File: src/rtl/core/psmm_pkg.sv
package psmm_pkg;

  localparam int CNT_W = 3;
  localparam int VAL_W = 32;

  typedef logic [CNT_W-1:0] cnt_t;

  typedef enum logic [1:0] {
    OP_LOAD_LEFT = 2'd0,
    OP_LOAD_SYM  = 2'd1,
    OP_COMPUTE   = 2'd2,
    OP_NONE      = 2'd3
  } op_e;

  typedef enum logic [1:0] {
    CFG_ROW_COUNT   = 2'd0,
    CFG_DIM         = 2'd1,
    CFG_LIST_OFFSET = 2'd2,
    CFG_UNUSED      = 2'd3
  } cfg_e;

  typedef enum logic [3:0] {
    S_IDLE  = 4'b0001,
    S_ISSUE = 4'b0010,
    S_DRAIN = 4'b0100,
    S_OUT   = 4'b1000
  } state_e;

  // controller to datapath
  typedef struct packed {
    logic wr_left;
    logic wr_sym;
    logic rd;
    logic k_first;
    logic k_last;
    cnt_t r;
    cnt_t c;
    cnt_t k;
    logic load;
    logic elem_last;
  } cmd_t;

  // datapath to controller
  typedef struct packed {
    logic acc_done;
    logic out_free;
  } status_t;

  // first packed slot of triangle row h
  function automatic logic [5:0] tri_base(input cnt_t h);
    logic [5:0] hw;
    hw = {3'b000, h};
    return 6'((hw * (hw + 6'd1)) >> 1);
  endfunction

endpackage

File: src/rtl/core/psmm_ctrl.sv
module psmm_ctrl (
  input  logic              clk_i,
  input  logic              rst_ni,
  input  logic              in_valid_i,
  output logic              in_ready_o,
  input  psmm_pkg::op_e     op_i,
  input  psmm_pkg::cnt_t    rows_m1_i,
  input  psmm_pkg::cnt_t    dim_m1_i,
  input  psmm_pkg::status_t status_i,
  output psmm_pkg::cmd_t    cmd_o
);
  import psmm_pkg::*;

  state_e state_q, state_d;
  cnt_t   r_q, r_d, c_q, c_d, k_q, k_d;
  logic   accept;

  assign in_ready_o = (state_q == S_IDLE);
  assign accept     = in_valid_i && in_ready_o;

  always_comb begin
    state_d = state_q;
    r_d     = r_q;
    c_d     = c_q;
    k_d     = k_q;
    cmd_o   = '0;
    cmd_o.r = r_q;
    cmd_o.c = c_q;
    cmd_o.k = k_q;
    unique case (state_q)
      S_IDLE: begin
        if (accept) begin
          unique case (op_i)
            OP_LOAD_LEFT: cmd_o.wr_left = 1'b1;
            OP_LOAD_SYM:  cmd_o.wr_sym  = 1'b1;
            OP_COMPUTE: begin
              r_d     = '0;
              c_d     = '0;
              k_d     = '0;
              state_d = S_ISSUE;
            end
            default: ;
          endcase
        end
      end
      S_ISSUE: begin
        cmd_o.rd      = 1'b1;
        cmd_o.k_first = (k_q == '0);
        cmd_o.k_last  = (k_q == dim_m1_i);
        if (k_q == dim_m1_i) begin
          k_d     = '0;
          state_d = S_DRAIN;
        end else begin
          k_d = k_q + cnt_t'(1);
        end
      end
      S_DRAIN: begin
        if (status_i.acc_done) begin
          state_d = S_OUT;
        end
      end
      S_OUT: begin
        cmd_o.elem_last = (r_q == rows_m1_i) && (c_q == dim_m1_i);
        if (status_i.out_free) begin
          cmd_o.load = 1'b1;
          if (cmd_o.elem_last) begin
            state_d = S_IDLE;
          end else begin
            state_d = S_ISSUE;
            if (c_q == dim_m1_i) begin
              c_d = '0;
              r_d = r_q + cnt_t'(1);
            end else begin
              c_d = c_q + cnt_t'(1);
            end
          end
        end
      end
      default: state_d = S_IDLE;
    endcase
  end

  always_ff @(posedge clk_i or negedge rst_ni) begin
    if (!rst_ni) begin
      state_q <= S_IDLE;
      r_q     <= '0;
      c_q     <= '0;
      k_q     <= '0;
    end else begin
      state_q <= state_d;
      r_q     <= r_d;
      c_q     <= c_d;
      k_q     <= k_d;
    end
  end

endmodule

File: config.mk
export PLATFORM = sky130hd
export DESIGN_NAME = psmm_ctrl
export DESIGN_NICKNAME = d
export VERILOG_FILES = /design/src/rtl/core/psmm_pkg.sv /design/src/rtl/core/psmm_ctrl.sv
export SDC_FILE = /design/constraint.sdc
export NUM_CORES = 1
export LEC_CHECK = 0
export BUFFER_PORTS_ARGS = -buffer_cell sky130_fd_sc_hd__buf_2
export CAP_MARGIN = 20
export CORE_UTILIZATION = 40
export DETAILED_ROUTE_END_ITERATION = 10
export PLACE_DENSITY = 0.71
export SLEW_MARGIN = 20
export SYNTH_ARGS = -nofsm -noshare
export SYNTH_HDL_FRONTEND = slang
export SYNTH_SLANG_ARGS = --single-unit
File: constraint.sdc
create_clock -name clk_i -period 2.3 [get_ports clk_i]
set_clock_uncertainty 0.05 [all_clocks]
set_input_delay 0.115 -clock clk_i [delete_from_list [all_inputs] [get_ports clk_i]]
set_output_delay 0.115 -clock clk_i [all_outputs]
set_load 0.05 [all_outputs]
==> results.md <==
* Fill cells at 206
* Design Area, Final at 1220 um^2
* Die boundary width at 50.5 um
* Clk Latency, worst-skew pair at 0.29 ns
* Initial antenna violation count at 0
* Fraction of registers with async set/reset at 1.00
* Synth Instances at 99
* Max Cap Viol at 0
* Num CTS Buffers at 3
* Most common cell after layout, fill and taps aside: buf_2
* Final Power at 1.15 mW
* Final setup vio count at 0
* Slew headroom at 0.652
* Crit path required time at 2.43 ns
* Maximum vdd ir drop at 537 uV
* Clock period minus worst slack at 2.25 ns
* Final Hold Viols at 0
* DPL Wire Length at 1.65 mm
* Diodes inserted at 0
* GRT overflow at 0
* Pleak at 0.597 nW
* Crit start category: flop
* Setup ws final at 0.0477 ns
* Clk buf depth at 2
* Final core occ at 0.551
* TritonRoute pass-1 iters at 4
* CTS HTree Levels at 1
* # IOs at 30
* Flop-to-flop setup slack at 0.05 ns
* Hold_ws at 0.0632 ns
* Die area at 2550 um^2
* Routed Antenna Nets at 0
* Routed WL per cell at 13.3 um
* Worst-path clk slew at 0.09 ns
* Core footprint at 2210 um^2
* Placement Rows at 17
* Finished Layout Cells at 164
* Via/cell ratio at 5.31
* Status: finished, final reports clean
* Clock Sink Count at 13
* GRT Total Usage at 0.200
* First-pass GRT wire length at 3.86 mm
* Crit path DAT at 2.38 ns
* Setup_tns at 0 ns
* Largest net degree at the start of global routing at 14
* Clock Tree Root: clkbuf_4
* FF/Latch Area at 328 um^2
* Main synth FF type: dfrtp_1
* Netlist Area Pre-Place at 940 um^2
* Final WL at 2.18 mm
* Die H at 50.5 um
* Worst Hold Class: in2reg
* Post-DP Area at 1150 um^2
* RSZ-0062 raised after global routing: yes
* Place WS at 0.0995 ns
* Initial Util at 0.425
* Pins Over Slew Limit at 0
* Mean cell area of the mapped netlist at 9.49 um^2
* Synthesis-stage register bit count at 13
* CP max FO at 7
* Tcrit/Tclk final at 0.979
* Pwr/cell area at 944 nW/um^2
* Layout cells sized above 1 at 0.426
* Syn Nets at 116
* Worst Setup End Kind: flop
* Fin nets at 154
* Most frequent cells in the layout: buf_2 (28), dfrtp_1 (11), inv_1 (7), buf_4 (7)
* Vias in the first global route at 874
* Max Freq at 444 MHz
* Synth warn at 0
* Post-synthesis sequential area ratio at 0.348
* EDFF count, synth at 0
* PortBufs at 29
* Dpl cells at 157
* Drt first-iter violations at 13
* Area Growth Syn to Fin at 29.7%
* Multi-input gate area at 591 um^2
* DRC Markers at 0
* Slew @ Worst Pin at 0.519 ns
* Routed via count at 871
* Placer Congestion at 0.868
* CTS tree: yes
* Synth unique cells at 41
* Setup CP Type: reg2reg
[sequential cells by signal (all words and copies together), names as in the netlist]
signal and flops:
state_q 4, c_q 3, k_q 3, r_q 3
[critical path: stages, from the launching register on]
cell and delay (ns):
dfstp_2 0.38, buf_4 0.15, or4_4 0.53, clkinv_2 0.11
nand4_2 0.13, a211oi_4 0.29, o21ai_2 0.13, a221o_1 0.37
[path summary, 6_finish.rpt]
check	endpoint	cells past startpoint	start
max	c_q[2]$_DFFE_PN0P_	7	state_q[0]$_DFFE_PN1P_
min	state_q[3]$_DFFE_PN0P_	3	status_i[1]
max reg2reg	c_q[2]$_DFFE_PN0P_	7	state_q[0]$_DFFE_PN1P_
min reg2reg	state_q[2]$_DFFE_PN0P_	1	state_q[3]$_DFFE_PN0P_
max in group asynchronous	state_q[0]$_DFFE_PN1P_	2	rst_ni
min in group asynchronous	c_q[2]$_DFFE_PN0P_	2	rst_ni
[cell usage after synthesis (all sizes together), types with 2 or more instances]
cell type | count | area [um^2]
clkbuf | 2 | 7.51
xor2 | 4 | 35.0
nor4b | 2 | 23.8
ha | 4 | 50.1
nand2 | 6 | 22.5
and2 | 2 | 12.5
mux2 | 2 | 22.5
xnor2 | 6 | 52.6
nor2 | 6 | 22.5
o21ai | 3 | 18.8
nor3b | 5 | 37.5
dfrtp | 12 | 300
a21o | 2 | 15.0
a211oi | 5 | 42.5
inv | 8 | 30.0
a221o | 2 | 20.0
or3b | 2 | 17.5
a21oi | 3 | 15.0
nand3 | 4 | 20.0
nor3 | 2 | 10.0
[per-layer routing]
layer / global-route usage / vias up / wire [um]
met5: 0 / - / 0
met4: 0.0972 / 0 / 33
met3: 0.0212 / 5 / 71
met2: 0.318 / 19 / 1030
met1: 0.270 / 413 / 1040
li1: - / 434 / -
[cells by family after synthesis]
group,after synthesis,share of synthesized area
fa+ha+maj,4,0.0533
flops,13,0.348
buf+inv,12,0.0506
xor+xnor,10,0.0932
mux,2,0.0240
compound gates,22,0.184
simple gates,36,0.248
[layout make-up]
type / instances / share of cell area
clock buffers: 3 / 0.0185
inverters: 9 / 0.0287
repair buffers: 36 / 0.166
flip-flops and latches: 13 / 0.269
well taps: 28 / 0.0287
multi-input cells: 74 / 0.485
clock inverters: 1 / 0.00411
[power breakdown]
| group | switching, mW | internal [mW] | total (mW) | leakage (nW) |
|---|---|---|---|---|
| sequential | 0.0575 | 0.279 | 0.337 | 0.174 |
| clock | 0.0859 | 0.0647 | 0.151 | 0.0177 |
| combinational | 0.421 | 0.242 | 0.663 | 0.406 |
| total | 0.564 | 0.586 | 1.15 | 0.597 |
[what timing repair did]
| action | in CTS | in global routing |
|---|---|---|
| hold buffers | 1 | 0 |
| cloned | 0 | 0 |
| resized for setup | 2 | 2 |
| setup endpoints to repair | 2 | 3 |
| buffers inserted | 1 | 1 |
| endpoints found under the hold margin | 13 | 0 |
Power figures use the tool's default switching activity.
